[src/rtl/apbc_pkg.sv]
package apbc_pkg;

	// Default width of the fill counter
	localparam int unsigned FILL_WIDTH_DEF = 16;

	// Register reset values
	localparam logic [15:0] CAPACITY_RST = 16'd16384;
	localparam logic [15:0] TRIGGER_RST  = 16'd8192;
	localparam logic [12:0] CHUNK_RST    = 13'd512;
	localparam logic [6:0]  RECEIVES_RST = 7'd4;

	// Product of receives and chunk size: 7 x 13 bits
	localparam int unsigned BUDGET_W = 20;

	// Event codes
	typedef enum logic [1:0] {
		ACT_DATA    = 2'd0,
		ACT_START   = 2'd1,
		ACT_SUSPEND = 2'd2,
		ACT_PASS    = 2'd3
	} act_t;

	// Configuration register indexes
	typedef enum logic [1:0] {
		REG_CAPACITY = 2'd0,
		REG_TRIGGER  = 2'd1,
		REG_CHUNK    = 2'd2,
		REG_RECEIVES = 2'd3
	} reg_idx_t;

	// Player mode, one-hot
	typedef enum logic [5:0] {
		M_STOP    = 6'b000001,
		M_READY   = 6'b000010,
		M_PRELOAD = 6'b000100,
		M_PLAY    = 6'b001000,
		M_DROP    = 6'b010000,
		M_FLUSH   = 6'b100000
	} mode_t;

	// Mode codes as seen on the result channel
	localparam logic [2:0] CODE_STOP    = 3'd0;
	localparam logic [2:0] CODE_READY   = 3'd1;
	localparam logic [2:0] CODE_PRELOAD = 3'd2;
	localparam logic [2:0] CODE_PLAY    = 3'd3;
	localparam logic [2:0] CODE_DROP    = 3'd4;
	localparam logic [2:0] CODE_FLUSH   = 3'd5;

	typedef struct packed {
		act_t        action;
		logic [15:0] byte_count;
	} evt_t;

	typedef struct packed {
		logic [2:0]  mode;
		logic [15:0] fill_level;
		logic [15:0] played_bytes;
		logic [31:0] dropped_total;
		logic        wake;
		logic        rejected;
	} res_t;

	typedef struct packed {
		reg_idx_t    index;
		logic [15:0] data;
	} cfg_wr_t;

	// Settings as used by the event logic
	typedef struct packed {
		logic [15:0]         cap_eff;
		logic [15:0]         trigger;
		logic [BUDGET_W-1:0] budget;
		logic [BUDGET_W-1:0] budget_less_one;
		logic                no_receives;
		logic                no_chunk;
	} cfg_t;

	function automatic logic [2:0] mode_code(input mode_t m);
		logic [2:0] c;
		unique case (m)
			M_STOP:    c = CODE_STOP;
			M_READY:   c = CODE_READY;
			M_PRELOAD: c = CODE_PRELOAD;
			M_PLAY:    c = CODE_PLAY;
			M_DROP:    c = CODE_DROP;
			M_FLUSH:   c = CODE_FLUSH;
			default:   c = CODE_STOP;
		endcase
		return c;
	endfunction

endpackage

[src/rtl/apbc_chan_if.sv]
interface apbc_chan_if #(
	parameter type payload_t = logic
) ();

	logic     valid;
	logic     ready;
	payload_t payload;

	modport source (output valid, output payload, input ready);
	modport sink (input valid, input payload, output ready);

endinterface

[src/rtl/apbc_cfg_regs.sv]
module apbc_cfg_regs import apbc_pkg::*; #(
	parameter int unsigned FILL_WIDTH = FILL_WIDTH_DEF
) (
	input  logic       clk,
	input  logic       arst_n,
	apbc_chan_if.sink  cfg,
	output cfg_t       settings
);

	// Largest fill the counter can hold, limited to the 16-bit capacity field
	localparam logic [15:0] CAP_LIM = (FILL_WIDTH >= 16) ? 16'hFFFF :
		16'((64'd1 << FILL_WIDTH) - 64'd1);

	logic [15:0]         capacity_q;
	logic [15:0]         trigger_q;
	logic [12:0]         chunk_q;
	logic [6:0]          receives_q;
	logic [BUDGET_W-1:0] budget_q;
	logic [BUDGET_W-1:0] budget_less_one_q;
	logic [BUDGET_W-1:0] product;

	// Writes are always taken
	assign cfg.ready = 1'b1;

	// Register file
	always_ff @(posedge clk or negedge arst_n) begin
		if (!arst_n) begin
			capacity_q <= CAPACITY_RST;
			trigger_q  <= TRIGGER_RST;
			chunk_q    <= CHUNK_RST;
			receives_q <= RECEIVES_RST;
		end else if (cfg.valid) begin
			unique case (cfg.payload.index)
				REG_CAPACITY: capacity_q <= cfg.payload.data;
				REG_TRIGGER:  trigger_q  <= cfg.payload.data;
				REG_CHUNK:    chunk_q    <= cfg.payload.data[12:0];
				REG_RECEIVES: receives_q <= cfg.payload.data[6:0];
			endcase
		end
	end

	// Per-pass drain budget, registered behind the multiplier
	assign product = BUDGET_W'(receives_q) * BUDGET_W'(chunk_q);

	always_ff @(posedge clk or negedge arst_n) begin
		if (!arst_n) begin
			budget_q          <= BUDGET_W'(RECEIVES_RST) * BUDGET_W'(CHUNK_RST);
			budget_less_one_q <= BUDGET_W'(RECEIVES_RST - 7'd1) * BUDGET_W'(CHUNK_RST);
		end else begin
			budget_q          <= product;
			budget_less_one_q <= product - BUDGET_W'(chunk_q);
		end
	end

	assign settings.cap_eff         = (capacity_q < CAP_LIM) ? capacity_q : CAP_LIM;
	assign settings.trigger         = trigger_q;
	assign settings.budget          = budget_q;
	assign settings.budget_less_one = budget_less_one_q;
	assign settings.no_receives     = (receives_q == 7'd0);
	assign settings.no_chunk        = (chunk_q == 13'd0);

endmodule

[src/rtl/apbc_core.sv]
module apbc_core import apbc_pkg::*; #(
	parameter int unsigned FILL_WIDTH = FILL_WIDTH_DEF
) (
	input  logic        clk,
	input  logic        arst_n,
	input  logic        step_en,
	input  act_t        action,
	input  logic [15:0] byte_count,
	input  cfg_t        settings,
	output res_t        res
);

	// Common compare width for fill, budget and 16-bit fields
	localparam int unsigned CW = (FILL_WIDTH > BUDGET_W) ? FILL_WIDTH : BUDGET_W;

	mode_t                 mode_q, mode_d;
	logic [FILL_WIDTH-1:0] fill_q, fill_d;
	logic [31:0]           drop_q, drop_d;
	logic [31:0]           drop_base;
	logic [15:0]           drop_add;
	logic [32:0]           drop_sum;
	logic [CW-1:0]         fill_x, cap_x, size_x, trig_x, space_x, kept_x;
	logic [CW-1:0]         grown_x, played_x, rem_x;
	logic                  wake, rejected, left;

	assign fill_x  = CW'(fill_q);
	assign cap_x   = CW'(settings.cap_eff);
	assign size_x  = CW'(byte_count);
	assign trig_x  = CW'(settings.trigger);
	assign space_x = (fill_x < cap_x) ? cap_x - fill_x : '0;
	assign kept_x  = space_x & ~CW'(3);
	assign grown_x = fill_x + size_x;

	// Drain: whole budget or the whole fill, whichever is less; nothing with zero receives or chunk
	always_comb begin
		if (settings.no_receives || settings.no_chunk) begin
			played_x = '0;
		end else begin
			played_x = (fill_x < CW'(settings.budget)) ? fill_x : CW'(settings.budget);
		end
	end
	assign rem_x = fill_x - played_x;

	// Next state for one event
	always_comb begin
		mode_d    = mode_q;
		fill_d    = fill_q;
		drop_base = drop_q;
		drop_add  = '0;
		wake      = 1'b0;
		rejected  = 1'b0;
		left      = 1'b1;
		unique case (action)
			ACT_DATA: begin
				if (mode_q == M_DROP) begin
					drop_add = byte_count;
				end else if (mode_q == M_STOP) begin
					rejected = 1'b1;
				end else if (size_x < space_x) begin
					fill_d = FILL_WIDTH'(grown_x);
					if ((mode_q == M_READY || mode_q == M_PRELOAD) && grown_x >= trig_x) begin
						mode_d = M_PLAY;
						wake   = 1'b1;
					end else if (mode_q == M_READY) begin
						mode_d = M_PRELOAD;
					end
				end else begin
					// overflow: keep an aligned part, count the rest from zero
					wake      = (mode_q == M_PRELOAD);
					mode_d    = M_DROP;
					drop_base = '0;
					fill_d    = FILL_WIDTH'(fill_x + kept_x);
					drop_add  = 16'(size_x - kept_x);
				end
			end
			ACT_START: begin
				if (mode_q == M_STOP) begin
					mode_d = M_READY;
				end else if (mode_q == M_FLUSH) begin
					mode_d = M_PLAY;
				end
			end
			ACT_SUSPEND: begin
				if (mode_q != M_STOP) begin
					mode_d = M_FLUSH;
				end
			end
			ACT_PASS: begin
				if (mode_q == M_PLAY || mode_q == M_DROP || mode_q == M_FLUSH) begin
					if (settings.no_receives) begin
						left = 1'b1;
					end else if (settings.no_chunk) begin
						left = 1'b0;
					end else begin
						// the last receive finds nothing unless fill exceeds all but one chunk
						left = (fill_x > CW'(settings.budget_less_one));
					end
					fill_d = FILL_WIDTH'(rem_x);
					if (left) begin
						if (mode_q == M_DROP && rem_x < trig_x) begin
							mode_d = M_PLAY;
						end
					end else if (mode_q == M_FLUSH) begin
						mode_d = M_STOP;
						fill_d = '0;
					end else begin
						mode_d = M_READY;
					end
				end
			end
		endcase
		// saturating dropped-byte count
		drop_sum = {1'b0, drop_base} + {17'd0, drop_add};
		drop_d   = drop_sum[32] ? '1 : drop_sum[31:0];
	end

	// State registers
	always_ff @(posedge clk or negedge arst_n) begin
		if (!arst_n) begin
			mode_q <= M_STOP;
			fill_q <= '0;
			drop_q <= '0;
		end else if (step_en) begin
			mode_q <= mode_d;
			fill_q <= fill_d;
			drop_q <= drop_d;
		end
	end

	assign res.mode          = mode_code(mode_d);
	assign res.fill_level    = 16'(fill_d);
	assign res.played_bytes  = 16'(played_x & {CW{action == ACT_PASS && fill_d != fill_q}});
	assign res.dropped_total = drop_d;
	assign res.wake          = wake;
	assign res.rejected      = rejected;

	// Stop is only reached from reset or through a flush that clears the fill
	a_stop_empty: assert property (@(posedge clk) disable iff (!arst_n)
		mode_q == M_STOP |-> fill_q == '0)
		else $error("fill held while stopped");

	// Dropped count moves only by data events that end in drop mode
	a_drop_moves: assert property (@(posedge clk) disable iff (!arst_n)
		!$stable(drop_q) |-> mode_q == M_DROP && $past(step_en && action == ACT_DATA))
		else $error("dropped count moved outside drop mode");

	// Fill grows only by data events
	a_fill_grows: assert property (@(posedge clk) disable iff (!arst_n)
		fill_q > $past(fill_q) |-> $past(step_en && action == ACT_DATA))
		else $error("fill grew without data");

	// Wake only with preload or ready left behind
	a_wake_mode: assert property (@(posedge clk) disable iff (!arst_n)
		step_en && wake |=> mode_q == M_PLAY || mode_q == M_DROP)
		else $error("wake without play or drop");

endmodule

[src/rtl/audio_playout_buffer_control.sv]
// Channel  Dir  Payload                                              Handshake
// evt      in   action, byte_count                                   valid/ready
// res      out  mode, fill_level, played_bytes, dropped_total,       valid/ready
//               wake, rejected
// cfg      in   index (0 capacity, 1 trigger, 2 chunk, 3 receives),  valid/ready (always ready)
//               data
//
// One event per cycle while res is taken. An event is held in the input register;
// the state and the result register update when it moves on.
// Reset: mode stop, fill and dropped count zero, registers at defaults.
// A stalled result holds in the result register; one more event waits in
// the input register, then evt.ready drops until res is taken.
// The drain budget is registered from the register file, in the cycle after a configuration write.
module audio_playout_buffer_control import apbc_pkg::*; #(
	parameter int unsigned FILL_WIDTH = FILL_WIDTH_DEF
) (
	input logic       clk,
	input logic       arst_n,
	apbc_chan_if.sink   evt,
	apbc_chan_if.source res,
	apbc_chan_if.sink   cfg
);

	logic        valid_s1;
	act_t        action_s1;
	logic [15:0] count_s1;
	logic        res_valid_q;
	res_t        res_q;
	res_t        core_res;
	cfg_t        settings;
	logic        advance;

	// Input register moves when the result register is free or drains
	assign advance   = valid_s1 && (!res_valid_q || res.ready);
	assign evt.ready = !valid_s1 || advance;

	apbc_cfg_regs #(
		.FILL_WIDTH (FILL_WIDTH)
	) u_cfg (
		.clk      (clk),
		.arst_n   (arst_n),
		.cfg      (cfg),
		.settings (settings)
	);

	apbc_core #(
		.FILL_WIDTH (FILL_WIDTH)
	) u_core (
		.clk        (clk),
		.arst_n     (arst_n),
		.step_en    (advance),
		.action     (action_s1),
		.byte_count (count_s1),
		.settings   (settings),
		.res        (core_res)
	);

	// Input register control
	always_ff @(posedge clk or negedge arst_n) begin
		if (!arst_n) begin
			valid_s1 <= 1'b0;
		end else if (evt.valid && evt.ready) begin
			valid_s1 <= 1'b1;
		end else if (advance) begin
			valid_s1 <= 1'b0;
		end
	end

	// Input register payload
	always_ff @(posedge clk) begin
		if (evt.valid && evt.ready) begin
			action_s1 <= evt.payload.action;
			count_s1  <= evt.payload.byte_count;
		end
	end

	// Result register control
	always_ff @(posedge clk or negedge arst_n) begin
		if (!arst_n) begin
			res_valid_q <= 1'b0;
		end else if (advance) begin
			res_valid_q <= 1'b1;
		end else if (res.ready) begin
			res_valid_q <= 1'b0;
		end
	end

	// Result register payload
	always_ff @(posedge clk) begin
		if (advance) begin
			res_q <= core_res;
		end
	end

	assign res.valid   = res_valid_q;
	assign res.payload = res_q;

endmodule

[src/flat_wrapper.sv]
// flat-port wrapper written by rule: the top's interface ports become plain ports
module audio_playout_buffer_control_flat import apbc_pkg::*;
#(
	parameter int unsigned FILL_WIDTH = FILL_WIDTH_DEF
)
  (clk, arst_n, evt_valid, evt_payload, evt_ready, res_valid, res_payload, res_ready, cfg_valid, cfg_payload, cfg_ready);
  apbc_chan_if #(.payload_t(evt_t)) evt_i ();
  apbc_chan_if #(.payload_t(res_t)) res_i ();
  apbc_chan_if #(.payload_t(cfg_wr_t)) cfg_i ();
  input logic clk;
  input logic arst_n;
  input wire logic [$bits(evt_i.valid)-1:0] evt_valid;
  input wire logic [$bits(evt_i.payload)-1:0] evt_payload;
  output wire logic [$bits(evt_i.ready)-1:0] evt_ready;
  output wire logic [$bits(res_i.valid)-1:0] res_valid;
  output wire logic [$bits(res_i.payload)-1:0] res_payload;
  input wire logic [$bits(res_i.ready)-1:0] res_ready;
  input wire logic [$bits(cfg_i.valid)-1:0] cfg_valid;
  input wire logic [$bits(cfg_i.payload)-1:0] cfg_payload;
  output wire logic [$bits(cfg_i.ready)-1:0] cfg_ready;
  assign evt_i.valid = evt_valid;
  assign evt_i.payload = evt_payload;
  assign evt_ready = evt_i.ready;
  assign res_valid = res_i.valid;
  assign res_payload = res_i.payload;
  assign res_i.ready = res_ready;
  assign cfg_i.valid = cfg_valid;
  assign cfg_i.payload = cfg_payload;
  assign cfg_ready = cfg_i.ready;
  audio_playout_buffer_control #(.FILL_WIDTH(FILL_WIDTH)) u_core (.clk(clk), .arst_n(arst_n), .evt(evt_i), .res(res_i), .cfg(cfg_i));
endmodule
[config.mk]
export PLATFORM = sky130hd
export DESIGN_NAME = audio_playout_buffer_control_flat
export DESIGN_NICKNAME = d
export VERILOG_FILES = /design/src/rtl/apbc_pkg.sv /design/src/rtl/apbc_chan_if.sv /design/src/rtl/apbc_cfg_regs.sv /design/src/rtl/apbc_core.sv /design/src/rtl/audio_playout_buffer_control.sv /design/src/flat_wrapper.sv
export SDC_FILE = /design/constraint.sdc
export NUM_CORES = 1
export LEC_CHECK = 0
export CAP_MARGIN = 20
export CORE_AREA = 5 5 193 195
export DETAILED_ROUTE_END_ITERATION = 8
export DIE_AREA = 0 0 198 200
export DONT_BUFFER_PORTS = 1
export GPL_TIMING_DRIVEN = 0
export PLACE_DENSITY = 0.75
export RECOVER_POWER = 50
export SETUP_SLACK_MARGIN = 0.02
export SKIP_LAST_GASP = 1
export SLEW_MARGIN = 20
export SYNTH_ARGS = -nofsm -noshare
export SYNTH_HDL_FRONTEND = slang
export SYNTH_SLANG_ARGS = --single-unit
[constraint.sdc]
create_clock -name clk -period 8.65 [get_ports clk]
set_clock_uncertainty 0.1 [all_clocks]
set_input_delay 0.4325 -clock clk [delete_from_list [all_inputs] [get_ports clk]]
set_output_delay 0.4325 -clock clk [all_outputs]
set_load 0.02 [all_outputs]
# Yosys cells after proc, flatten, opt, wreduce, memory -nomap -nowiden
# Cells that the tools add are included.
op_classes:
  addsub: 7
  n_mul: 1
  div: 0
  order_cmp: 7
  n_eq_ne: 19
  shifts: 0
  muxes: 45
  bitwise_logic: 2
  reduce_logical: 25
op_table:
  columns: ["cell", "n"]
  rows:
  - ["$mux 16", 11]
  - ["$mux 32", 5]
  - ["$mux 6", 11]
  - ["$mux 20", 3]
  - ["$lt 16x20->1", 2]
  - ["$add 32x16->33", 1]
  - ["$pmux 16 s2", 1]
  - ["$pmux 6 s4", 1]
  - ["$gt 16x20->1", 1]
  - ["$lt 20x16->1", 1]
  - ["$mul 7x13->20", 1]
  - ["$sub 16x20->20", 1]
  - ["$sub 20x13->20", 1]
  - ["$add 16x16->17", 1]
  - ["$ge 17x16->1", 1]
  - ["$sub 16x16->17", 1]
  - ["$add 16x16->16", 1]
  - ["$and 16x16->16", 1]
  - ["$lt 16x16->1", 1]
  - ["$lt 16x16->1 const B", 1]
  - ["$ne 16x16->1", 1]
  - ["$sub 16x16->16", 1]
  - ["$pmux 3 s5", 1]
  - ["$logic_not 13->1", 1]
  - ["21 further kinds", 55]
totals:
  reg_bits: 235
  latchBits: 0
  ramBits: 0
  mem_bits_ro: 0
  out_inout_bits: 72
  word_cells: 125
  mem_count: 0

# Logic depth before layout (Yosys ltp)
# Gate-level depths: netlist (run 1).
depth:
  depth_word: 12
  mapped_depth: 38

# Modules after synthesis
# From an unflattened synthesis (run 1), not the netlist that was laid out.
unflattened:
  hier_cells: 2286
  hier_area_um2: 20669.8
by_module_without_submodules:
  columns: ["mod", "n_inst", "cells_each", "area_per_inst_um2"]
  rows:
  - ["apbc_core", 1, 1556, 11224.5]
  - ["apbc_cfg_regs", 1, 635, 6729.0]
  - ["audio_playout_buffer_control", 1, 95, 2716.4]

# Worst setup path after synthesis (run 1)
# No wires, ideal clock.
synth_timing:
  path_type: "register to register"
  from: "register u_core.u_core.fill_q[1]"
  to: "register u_core.res_q, in the netlist u_core.res.payload[29], data pin"
  setup_ns: 0.152
  arrival_ns: 7.573
  t_required_ns: 8.398
  setup_slack_ns: 0.825
  path_stages_with_launch: 34
  n_path_buf: 6
  synth_period_minus_slack_ns: 7.825
  path_cell_list: "dfrtp_1 clkbuf_1 inv_1 ha_1 nor2b_1 o31a_1 a21oi_1 a31o_2 a31oi_1 clkbuf_1 nand2_1 ha_1 buf_2 and3_1 and3_1 o2111a_1 a211o_1 clkbuf_1 nand2_2 nor3_1 a22oi_1 nor2_1 ha_1 a21o_1 a21oi_1 o21ai_0 nand3_1 nor3b_1 o31ai_1 nor4b_4 nand4_2 buf_2 clkbuf_1 o21ai_0"
synth_rtl:
  columns: ["element", "line_no", "rtl"]
  rows:
  - ["start, declared", "apbc_core.sv:17", "logic [FILL_WIDTH-1:0] fill_q, fill_d;"]
  - ["start signal, assigned", "apbc_core.sv:125", "fill_q <= fill_d;"]
  - ["end signal, assigned", "audio_playout_buffer_control.sv:91", "res_q <= core_res;"]
  - ["end, declared", "audio_playout_buffer_control.sv:28", "res_t res_q;"]

==> insert_results.sql, run 1 <==
INSERT INTO impl_metrics (metric_group, metric, value, unit) VALUES
('run_status', 'status', 'finished, violations left', ''),
('run_status', 'failed_checks', 'max-capacitance violations, max-slew violations', ''),
('setup_path', 'critical_path_class', 'reg -> reg', ''),
('placed_design', 'finalWeightedCongestion', '1.02', ''),
('cts', 'cts_root_buf', 'sky130_fd_sc_hd__clkbuf_16', ''),
('timing', 'maxSlewViolCount', '149', ''),
('finish', 'final_layout_size_suffix_gt1_share', '12.5', '%'),
('drt', 'drc', '0', ''),
('logic_synthesis', 'synth.avg_cell_area', '9.14', 'um2'),
('placed_design', 'detailedPlacementHpwl', '53.0', 'mm'),
('floorplanning', 'placement_rows', '69', ''),
('timing', 'fmax', '0.120', 'GHz'),
('grt', 'grt_start_max_net_pins', '149', ''),
('grt', 'globalRoute.totalOverflow', '0', ''),
('drt', 'detail_route.wl_per_cell', '24.1', 'um'),
('cts', 'tritoncts_num_sinks', '235', ''),
('placed_design', 'io_buffer_count', '0', ''),
('setup_path', 'critPathMaxFanout', '10', ''),
('logic_synthesis', 'synth_fp_nets', '2597', ''),
('logic_synthesis', 'synth_edf_count', '87', ''),
('timing', 'rsz0062_at_grt', 'no', ''),
('floorplanning', 'die-area', '0.0396', 'mm2'),
('grt', 'number_of_antenna_violations_at_the_first_check_in_global_routing', '0', ''),
('timing', 'timing.hold.ws', '0.138', 'ns'),
('cts', 'cts_tree', 'done', ''),
('timing', 'setup-violations-final', '0', ''),
('grt', 'first_global_vias', '18087', ''),
('grt', 'grt_usage', '34.1', '%'),
('floorplanning', 'ioPinCount', '113', ''),
('finish', 'antennaDiodeCount', '0', ''),
('timing', 'layout_min_cycle_time', '8.33', 'ns'),
('logic_synthesis', 'dominantRegCellSynth', 'sky130_fd_sc_hd__dfrtp_1', ''),
('finish', 'area_delta_synth_final', '11.5', '%'),
('drt', 'drt_first_iter_violations', '1769', ''),
('timing', 'slew_worst_pin', '3.79', 'ns'),
('finish', 'fin_nets', '2695', ''),
('floorplanning', 'floorplan.die.height', '200', 'um'),
('logic_synthesis', 'synth_seq_cells', '235', ''),
('drt', 'drt_first_pass_iters', '6', ''),
('timing', 'report.final.hold_viol_count', '0', ''),
('drt', 'drt-total-wl', '69.0', 'mm'),
('floorplanning', 'floorplan.die.width', '198', 'um'),
('grt', 'grt_first_pass_wirelength', '105', 'mm'),
('setup_path', 'timing.critical_path.slowest_stage_cell', 'sky130_fd_sc_hd__dfrtp_1', ''),
('run', 'max_cap_viol_count', '1', ''),
('logic_synthesis', 'ys_seq_area_share', '30.3', '%'),
('cts', 'tritoncts_buffer_count', '26', ''),
('cts', 'cts.clk_slew.worst_paths', '0.07', 'ns'),
('logic_synthesis', 'post_synth_inst_count', '2283', ''),
('drt', 'routed-via-count', '18465', ''),
('floorplanning', 'start_util', '59.2', '%'),
('setup_path', 'worst_setup_path_end_kind', 'register', ''),
('cts', 'cts.htree.levels', '1', ''),
('timing', 'max-slew-margin-rel', '-152', '%'),
('setup_path', 'worstSetupStartpointType', 'register', ''),
('timing', 'post-route-period-util', '96.3', '%'),
('cts', 'clk-insertion-delay-late', '0.56', 'ns'),
('drt', 'dr_vias_cell', '6.45', ''),
('floorplanning', 'design.core.area', '0.0352', 'mm2'),
('logic_synthesis', 'async_flop_share', '63.0', '%'),
('logic_synthesis', 'yosysUniqueCellTypes', '105', ''),
('setup_path', 'crit_arrival', '8.51', 'ns'),
('logic_synthesis', 'ys.warnings.count', '0', ''),
('hold_path', 'worstHoldPathType', 'in -> reg', ''),
('setup_path', 'max_stage_delay', '0.64', 'ns'),
('drt', 'antenna_left', '0', ''),
('setup_path', 'req_time_crit_path', '8.84', 'ns'),
('logic_synthesis', 'synth_area', '0.0209', 'mm2'),
('cts', 'clock_path_buffers', '3', '');
final timing paths:
check / slack [ns] / from / end / depth (start not counted)
max: 0.32 / u_core.u_core.fill_q[0]$_DFFE_PN0P_ / u_core.res.payload[32]$_DFFE_PP_ / 36
min: 0.14 / res_ready / u_core.valid_s1$_DFFE_PN0P_ / 2
max reg2reg: 0.32 / u_core.u_core.fill_q[0]$_DFFE_PN0P_ / u_core.res.payload[32]$_DFFE_PP_ / 36
min reg2reg: 0.40 / u_core.u_core.drop_q[5]$_DFFE_PN0P_ / u_core.u_core.drop_q[5]$_DFFE_PN0P_ / 1
max in group asynchronous: 4.14 / arst_n / u_core.u_core.fill_q[3]$_DFFE_PN0P_ / 2
min in group asynchronous: 1.61 / arst_n / u_core.u_cfg.budget_q[13]$_DFF_PN0_ / 2
registers in the layout, indices dropped and copies added (netlist names):
register / count
u_core.u_core.drop_q: 32
u_core.valid_s1: 1
u_core.u_cfg.chunk_q: 13
u_core.u_core.fill_q: 16
u_core.u_cfg.budget_q: 20
u_core.action_s1: 2
u_core.res.payload: 69
u_core.u_cfg.trigger_q: 16
u_core.u_cfg.receives_q: 7
u_core.count_s1: 16
u_core.u_cfg.budget_less_one_q: 20
u_core.res.valid: 1
u_core.u_cfg.capacity_q: 16
u_core.u_core.mode_q: 6
final cells by class:
cell class                 instances  area, um2
inverter                         205        781
clock inverter                    11       75.1
clock buffer                      37        815
fill                            2855      12000
sequential                       235       6360
tap                              461        577
buffer                            99        463
timing repair buffer              71        641
multi-input combinational       1743      13500
synth_stat cells (all sizes together) (61+ instances only):
library cell / number / area (um2)
ha: 212 / 2650
inv: 203 / 762
nand2: 182 / 686
a21oi: 141 / 709
nor2: 141 / 537
dfrtp: 140 / 3500
o21ai: 128 / 644
edfxtp: 87 / 2610
clkbuf: 78 / 294
xnor2: 70 / 613
mux2: 69 / 777
and2: 64 / 400
fa: 61 / 1220
cell usage in the layout (no fill, tap or decap), types with 66 or more instances in the layout:
master	n
sky130_fd_sc_hd__ha_1	211
sky130_fd_sc_hd__inv_1	199
sky130_fd_sc_hd__nand2_1	181
sky130_fd_sc_hd__nor2_1	136
sky130_fd_sc_hd__a21oi_1	136
sky130_fd_sc_hd__dfrtp_1	125
sky130_fd_sc_hd__o21ai_0	113
sky130_fd_sc_hd__edfxtp_1	87
sky130_fd_sc_hd__xnor2_1	69
sky130_fd_sc_hd__clkbuf_1	68
sky130_fd_sc_hd__mux2_2	66
per-stage QoR:
step                      setup TNS, ns  instances  area (um2)  util, %  worst slack [ns]
after floorplan                       0       2283       20900        -             0.825
after global placement          -142.11       2744       21400     60.9             -2.57
after detailed placement        -140.30       2746       21500     61.0             -2.58
after CTS                             0       2840       23000     65.3            0.0258
after global routing                  0       2862       23300     66.0            0.0145
final                                 0       2862       23300     66.0             0.323
routing by layer:
| metal | GRT usage, % | share of wire [%] | vias to the layer above |
|---|---|---|---|
| met1 | 46.7 | 41 | 8973 |
| met5 | 0 | 0 | - |
| met4 | 11.9 | 4.1 | 0 |
| met3 | 6.45 | 9.2 | 186 |
| li1 | - | - | 8359 |
| met2 | 54.8 | 46 | 947 |
logic make-up after synthesis:
| group | after synthesis | synth area share (%) |
|---|---|---|
| fa+ha+maj | 273 | 18.6 |
| simple gates | 674 | 16.6 |
| other cells | 1 | 0.0180 |
| mux | 96 | 5.02 |
| xor+xnor | 116 | 4.87 |
| buf+inv | 305 | 5.79 |
| compound gates | 583 | 18.8 |
| flops | 235 | 30.3 |
critical path, delay by kind of cell, from the launching register on:
family	cells	cell delay (ns)
XOR/XNOR	1	0.16
AO/OA/AOI/OAI	13	2.33
adder cells (fa/ha/maj)	5	1.55
AND/OR/NAND/NOR	12	2.51
buffers and inverters	5	0.73
flip-flops	1	0.64
what timing repair did:
item	4_1_cts	5_1_grt
gates resized for setup	47	36
gates cloned	0	0
hold buffers	38	0
hold endpoints to repair	220	0
setup buffers	9	22
setup endpoints to repair	67	66
pin swaps	6	10
Power of run 1 is left out: the tool's default activity adds up to more than one toggle a clock period on the data nets, which glitch-free logic cannot reach.
==> run 2: changes to the inputs <==
BUFFER_PORTS_ARGS = -buffer_cell sky130_fd_sc_hd__buf_2   (was default)
DONT_BUFFER_PORTS = default   (was 1)
PLACE_DENSITY = 0.78   (was 0.75)
==> run 2 against run 1 <==
- the run still ends with max-capacitance violations, max-slew violations left
- critical path depth shrank 4
- first-iteration DRC count fell by 15%
- sequential share of layout area down 0.32 points
- routed wire length decreased by 1.2%
- final area rose by 1.2%
- die area unchanged
- sequential cell count unchanged
==> insert_results.sql, run 2 (synthesis results as in run 1) <==
INSERT INTO impl_metrics (metric_group, metric, value, unit) VALUES
('drt', 'detail_route.wl_per_cell', '23.1', 'um'),
('finish', 'filler_cell_count', '2961', ''),
('cts', 'clk-insertion-delay-late', '0.59', 'ns'),
('timing', 'post-route-period-util', '95.9', '%'),
('drt', 'drt-total-wl', '68.1', 'mm'),
('cts', 'cts.htree.levels', '1', ''),
('timing', 'layout_min_cycle_time', '8.29', 'ns'),
('drt', 'drc', '0', ''),
('setup_path', 'crit_arrival', '8.50', 'ns'),
('finish', 'layout.cells.most_common_list', 'sky130_fd_sc_hd__ha_1 (212), sky130_fd_sc_hd__inv_1 (199), sky130_fd_sc_hd__nand2_1 (181)', ''),
('run_status', 'status', 'finished, violations left', ''),
('run', 'max_cap_viol_count', '1', ''),
('setup_path', 'worstSetupStartpointType', 'register', ''),
('floorplanning', 'floorplan.die.width', '198', 'um'),
('finish', 'fin_nets', '2779', ''),
('placed_design', 'dpl_worst_slack', '-1.82', 'ns'),
('floorplanning', 'floorplan.die.height', '200', 'um'),
('grt', 'globalRoute.totalOverflow', '0', ''),
('finish', 'layout.cells.most_common', 'sky130_fd_sc_hd__ha_1', ''),
('grt', 'grt_first_pass_wirelength', '104', 'mm'),
('finish', 'antennaDiodeCount', '0', ''),
('timing', 'fmax', '0.121', 'GHz'),
('grt', 'grt_usage', '33.8', '%'),
('drt', 'drt_first_iter_violations', '1506', ''),
('floorplanning', 'design.core.area', '0.0352', 'mm2'),
('floorplanning', 'placement_rows', '69', ''),
('cts', 'tritoncts_buffer_count', '28', ''),
('floorplanning', 'start_util', '59.2', '%'),
('setup_path', 'critical_path_class', 'reg -> reg', ''),
('timing', 'max-slew-margin-rel', '-137', '%'),
('grt', 'grt_start_max_net_pins', '94', ''),
('setup_path', 'max_stage_delay', '0.59', 'ns'),
('setup_path', 'critPathMaxFanout', '11', ''),
('timing', 'setup-violations-final', '0', ''),
('drt', 'antenna_left', '0', ''),
('setup_path', 'req_time_crit_path', '8.86', 'ns'),
('drt', 'drt_first_pass_iters', '8', ''),
('finish', 'area_delta_synth_final', '12.8', '%'),
('setup_path', 'worst_setup_path_end_kind', 'register', ''),
('timing', 'rsz0062_at_grt', 'no', ''),
('drt', 'dr_vias_cell', '6.34', ''),
('cts', 'tritoncts_num_sinks', '235', ''),
('cts', 'clock_path_buffers', '3', ''),
('setup_path', 'timing.critical_path.slowest_stage_cell', 'sky130_fd_sc_hd__dfrtp_4', ''),
('cts', 'cts_tree', 'done', ''),
('timing', 'report.final.hold_viol_count', '0', ''),
('grt', 'first_global_vias', '18220', ''),
('placed_design', 'finalWeightedCongestion', '1.04', ''),
('placed_design', 'detailedPlacementHpwl', '53.1', 'mm'),
('finish', 'largest_register_ff_count', '69', ''),
('timing', 'setup_slack', '0.357', 'ns'),
('finish', 'final_layout_size_suffix_gt1_share', '13.0', '%'),
('cts', 'cts_root_buf', 'sky130_fd_sc_hd__clkbuf_16', ''),
('timing', 'maxSlewViolCount', '56', ''),
('timing', 'slew_worst_pin', '3.56', 'ns'),
('cts', 'cts.clk_slew.worst_paths', '0.06', 'ns'),
('grt', 'number_of_antenna_violations_at_the_first_check_in_global_routing', '1', ''),
('floorplanning', 'ioPinCount', '113', ''),
('placed_design', 'io_buffer_count', '111', ''),
('hold_path', 'worstHoldPathType', 'in -> reg', ''),
('floorplanning', 'die-area', '0.0396', 'mm2'),
('run_status', 'failed_checks', 'max-capacitance violations, max-slew violations', ''),
('drt', 'routed-via-count', '18687', '');
## run 2: cell types whose count changed in the layout (fill, tap and decap cells not counted), moves of 3 or more
cell	previous run	this run
sky130_fd_sc_hd__buf_4	36	24
sky130_fd_sc_hd__buf_2	12	63
sky130_fd_sc_hd__clkbuf_8	8	4
sky130_fd_sc_hd__nor2_1	136	140
sky130_fd_sc_hd__bufinv_16	0	4
sky130_fd_sc_hd__nor2_2	3	0
sky130_fd_sc_hd__dlygate4sd3_1	37	21
sky130_fd_sc_hd__a21oi_1	136	139
sky130_fd_sc_hd__clkbuf_1	68	134
sky130_fd_sc_hd__a21oi_2	5	2
## run 2: cell type report
type	count	area [um2]	area share, %
Multi-Input combinational cell	1743	13500	57.2
Inverter	205	781	3.32
Tap cell	461	577	2.45
Timing Repair Buffer	153	887	3.77
Clock inverter	12	195	0.829
Buffer	99	460	1.96
Clock buffer	39	803	3.41
Sequential cell	235	6360	27.0
## run 2: metrics by stage
stage | cells | instance area [um2] | utilization [%] | setup TNS (ns) | hold slack, ns
finish | 2947 | 23500 | 66.8 | 0 | 0.0393
global placement | 2855 | 22000 | 62.4 | -119.07 | 0.374
CTS | 2936 | 23500 | 66.6 | 0 | 0.0131
detailed placement | 2857 | 22100 | 62.7 | -94.18 | 0.294
floorplan | 2283 | 20900 | - | 0 | 0.0369
global route | 2947 | 23500 | 66.8 | 0 | 0.0208
## run 2: layer usage
metal | wire [um] | global-route usage (%) | share of wire (%) | up-vias
li1 | - | - | - | 8515
met4 | 2570 | 10.3 | 3.8 | 0
met5 | 0 | 0 | 0 | -
met3 | 6340 | 6.45 | 9.3 | 153
met2 | 30300 | 54.0 | 44 | 909
met1 | 28900 | 47.4 | 42 | 9110
## run 2: path summary, 6_finish.rpt
check / to / start / cells after the start / slack (ns)
setup / recovery: u_core.res.payload[31]$_DFFE_PP_ / u_core.u_core.fill_q[8]$_DFFE_PN0P_ / 32 / 0.36
hold / removal: u_core.u_cfg.capacity_q[14]$_DFFE_PN1P_ / cfg_payload[14] / 2 / 0.04
setup reg to reg: u_core.res.payload[31]$_DFFE_PP_ / u_core.u_core.fill_q[8]$_DFFE_PN0P_ / 32 / 0.36
hold reg to reg: u_core.u_cfg.capacity_q[12]$_DFFE_PN0P_ / u_core.u_cfg.capacity_q[12]$_DFFE_PN0P_ / 1 / 0.40
max in group asynchronous: u_core.u_core.fill_q[7]$_DFFE_PN0P_ / arst_n / 2 / 4.40
min in group asynchronous: u_core.u_core.fill_q[9]$_DFFE_PN0P_ / arst_n / 2 / 1.51
## run 2: repair_timing
item / 4_1_cts / 5_1_grt
cloned: 0 / 0
endpoints found under the setup margin: 65 / 69
buffers inserted: 8 / 11
pin swaps: 5 / 3
gates resized for setup: 40 / 29
hold endpoints to repair: 75 / 0
hold buffers: 21 / 0
## run 2: critical path, delay by kind of cell (launching register included)
kind	cells	cell delay, ns
compound gates	15	3.46
xor+xnor	1	0.13
fa+ha+maj	3	1.16
buf+inv	5	1.13
flops	1	0.59
simple gates	8	1.43
Power of run 2 is left out for the same reason.
==> run 3: changes to the inputs <==
CORE_AREA = 5 5 164 229   (was 5 5 193 195)
DIE_AREA = 0 0 169 234   (was 0 0 198 200)
TNS_END_PERCENT = 20   (was default)
==> run 3 against run 2 <==
- non-clock buffer count increased by 3
- the flow still finishes with violations (max-capacitance violations, max-slew violations)
- critical path depth increased by 2
- global-route usage increased by 1.9 points
- routed wire length increased by 5.6%
- largest cell class unchanged
- sequential cell count unchanged
==> insert_results.sql, run 3 (synthesis results as in run 1) <==
INSERT INTO impl_metrics (metric_group, metric, value, unit) VALUES
('run_status', 'status', 'finished, violations left', ''),
('run_status', 'failed_checks', 'max-capacitance violations, max-slew violations', ''),
('setup_path', 'worstSetupStartpointType', 'register', ''),
('cts', 'cts_tree', 'done', ''),
('drt', 'drt_first_iter_violations', '1546', ''),
('setup_path', 'cp_top_family', 'compound AO/OA/AOI/OAI gates', ''),
('floorplanning', 'start_util', '58.9', '%'),
('hold_path', 'holdCritStartpoint', 'cfg_payload[13]', ''),
('timing', 'report.final.hold_viol_count', '0', ''),
('cts', 'cts.htree.levels', '1', ''),
('drt', 'drt_first_pass_iters', '8', ''),
('grt', 'globalRoute.totalOverflow', '0', ''),
('floorplanning', 'floorplan.die.height', '234', 'um'),
('setup_path', 'worst_setup_path_end_kind', 'register', ''),
('floorplanning', 'ioPinCount', '113', ''),
('floorplanning', 'die-area', '0.0395', 'mm2'),
('timing', 'rsz0062_at_grt', 'no', ''),
('timing', 'setup-violations-final', '0', ''),
('drt', 'drt-total-wl', '71.9', 'mm'),
('finish', 'fin_nets', '2779', ''),
('hold_path', 'worstHoldEndpoint', 'u_core.u_cfg.capacity_q[13]$_DFFE_PN0P_', ''),
('cts', 'tritoncts_num_sinks', '235', ''),
('timing', 'maxSlewViolCount', '54', ''),
('cts', 'clock_path_buffers', '3', ''),
('setup_path', 'timing.critical_path.slowest_stage_cell', 'sky130_fd_sc_hd__dfrtp_4', ''),
('timing', 'layout_min_cycle_time', '8.44', 'ns'),
('setup_path', 'crit_arrival', '8.62', 'ns'),
('drt', 'dr_vias_cell', '6.36', ''),
('floorplanning', 'floorplan.die.width', '169', 'um'),
('cts', 'cts.clk_slew.worst_paths', '0.07', 'ns'),
('finish', 'postLayoutCellArea', '0.0234', 'mm2'),
('setup_path', 'worst_path_most_repeated_cell', 'sky130_fd_sc_hd__ha_1', ''),
('drt', 'detail_route.wl_per_cell', '24.4', 'um'),
('run', 'max_cap_viol_count', '1', ''),
('placed_design', 'finalWeightedCongestion', '1.03', ''),
('hold_path', 'min_delay_path_depth', '2', ''),
('timing', 'max-slew-margin-rel', '-116', '%'),
('grt', 'number_of_antenna_violations_at_the_first_check_in_global_routing', '1', ''),
('grt', 'grt_first_pass_wirelength', '109', 'mm'),
('setup_path', 'crit-reg2reg-launch', 'u_core.u_core.fill_q[10]$_DFFE_PN0P_', ''),
('cts', 'cts_root_buf', 'sky130_fd_sc_hd__clkbuf_16', ''),
('timing', 'post-route-period-util', '97.5', '%'),
('grt', 'grt_usage', '35.7', '%'),
('setup_path', 'req_time_crit_path', '8.84', 'ns'),
('setup_path', 'rr_endpoint', 'u_core.res.payload[30]$_DFFE_PP_', ''),
('finish', 'fraction_of_the_core_area_covered_by_cells_at_the_end_of_the_flow', '66.1', '%'),
('setup_path', 'critical_path_buf_inv_count', '6', ''),
('finish', 'final_layout_size_suffix_gt1_share', '13.3', '%'),
('cts', 'tritoncts_buffer_count', '25', ''),
('setup_path', 'r2r.worst_path.cells', '34', ''),
('finish', 'layout.cells.most_common', 'sky130_fd_sc_hd__ha_1', ''),
('placed_design', 'detailedPlacementHpwl', '56.7', 'mm'),
('cts', 'clk-insertion-delay-late', '0.58', 'ns'),
('setup_path', 'critical_path_class', 'reg -> reg', ''),
('finish', 'largest_register_ff_count', '69', ''),
('drt', 'antenna_left', '0', ''),
('finish', 'layout.cells.most_common_list', 'sky130_fd_sc_hd__ha_1 (212), sky130_fd_sc_hd__inv_1 (199), sky130_fd_sc_hd__nand2_1 (180)', ''),
('setup_path', 'max_stage_delay', '0.58', 'ns'),
('setup_path', 'critPathMaxFanout', '11', ''),
('finish', 'area_delta_synth_final', '12.1', '%'),
('drt', 'drc', '0', ''),
('placed_design', 'io_buffer_count', '111', ''),
('timing', 'fmax', '0.119', 'GHz'),
('grt', 'first_global_vias', '19063', ''),
('placed_design', 'dpl_cell_area', '0.0221', 'mm2'),
('setup_path', 'setup_slack_reg_to_reg', '0.21', 'ns'),
('floorplanning', 'placement_rows', '82', ''),
('grt', 'grt_start_max_net_pins', '96', ''),
('timing', 'slew_worst_pin', '3.24', 'ns'),
('hold_path', 'worstHoldPathType', 'in -> reg', ''),
('drt', 'routed-via-count', '18754', ''),
('floorplanning', 'design.core.area', '0.0354', 'mm2');
## run 3: changes by cell type in the layout (fill, tap and decap cells not counted), moves of 3 or more
cell / previous run / this run
sky130_fd_sc_hd__clkbuf_16: 29 / 25
sky130_fd_sc_hd__inv_4: 0 / 3
sky130_fd_sc_hd__bufinv_16: 4 / 0
sky130_fd_sc_hd__nor2_2: 0 / 3
sky130_fd_sc_hd__a21oi_2: 2 / 6
sky130_fd_sc_hd__a21oi_1: 139 / 135
sky130_fd_sc_hd__buf_4: 24 / 27
sky130_fd_sc_hd__nor2_1: 140 / 137
## run 3: worst max path at each step
| stage | start | end | slack, ns | cells after the start |
|---|---|---|---|---|
| finish | u_core.u_core.fill_q[10]$_DFFE_PN0P_ | u_core.res.payload[30]$_DFFE_PP_ | 0.21 | 34 |
| global route | u_core.u_core.fill_q[7]$_DFFE_PN0P_ | u_core.res.payload[30]$_DFFE_PP_ | 0.04 | 32 |
| CTS | u_core.u_core.fill_q[1]$_DFFE_PN0P_ | u_core.u_core.drop_q[12]$_DFFE_PN0P_ | 0.005 | 34 |
| detailed placement | u_core.u_core.fill_q[1]$_DFFE_PN0P_ | u_core.u_core.drop_q[6]$_DFFE_PN0P_ | -2.19 | 31 |
| global placement | u_core.u_core.fill_q[1]$_DFFE_PN0P_ | u_core.u_core.drop_q[6]$_DFFE_PN0P_ | -2.82 | 32 |
| floorplan | u_core.u_core.fill_q[1]$_DFFE_PN0P_ | u_core.res.payload[29]$_DFFE_PP_ | 0.82 | 33 |
## run 3: routing by layer
layer  wire length [um]  vias to the layer above  GRT usage, %
met1              24500                     9008          37.3
li1                   -                     8538             -
met5                  0                        -             0
met2              36200                      846          64.6
met4               7340                        0          29.0
met3               3900                      362          3.88
## run 3: final cells by class
cell class                 count  area, um2
inverter                     205        781
clock buffer                  33        696
antenna                        1       2.50
buffer                        99        460
timing repair buffer         156        902
clock inverter                13       93.8
fill                        2885      12000
multi-input combinational   1743      13500
sequential                   235       6360
tap                          462        578
## run 3: repair_timing
action | CTS | global route
setup buffers | 13 | 9
hold buffers | 20 | 0
hold endpoints to repair | 68 | 0
resized for setup | 45 | 29
pin swaps | 7 | 3
endpoints found under the setup margin | 68 | 62
## run 3: stage by stage
step	setup TNS, ns	cells	hold slack, ns	setup slack (ns)
final	0	2947	0.0497	0.215
after global routing	0	2946	0.0558	0.0364
after CTS	0	2937	0.0419	0.00483
after detailed placement	-116.36	2859	0.291	-2.19
after global placement	-154.00	2856	0.368	-2.82
after floorplan	0	2283	0.0369	0.825
## run 3: worst register-to-register path, delay by kind of cell, from the launching register on
family                     cells  cell delay, ns
AOI/OAI and AO/OA             16            3.39
adders and majority gates      4            1.46
DFF                            1            0.58
muxes                          1            0.25
buffers and inverters          6            1.17
and+or+nand+nor                7            1.22
Power of run 3 is left out for the same reason.
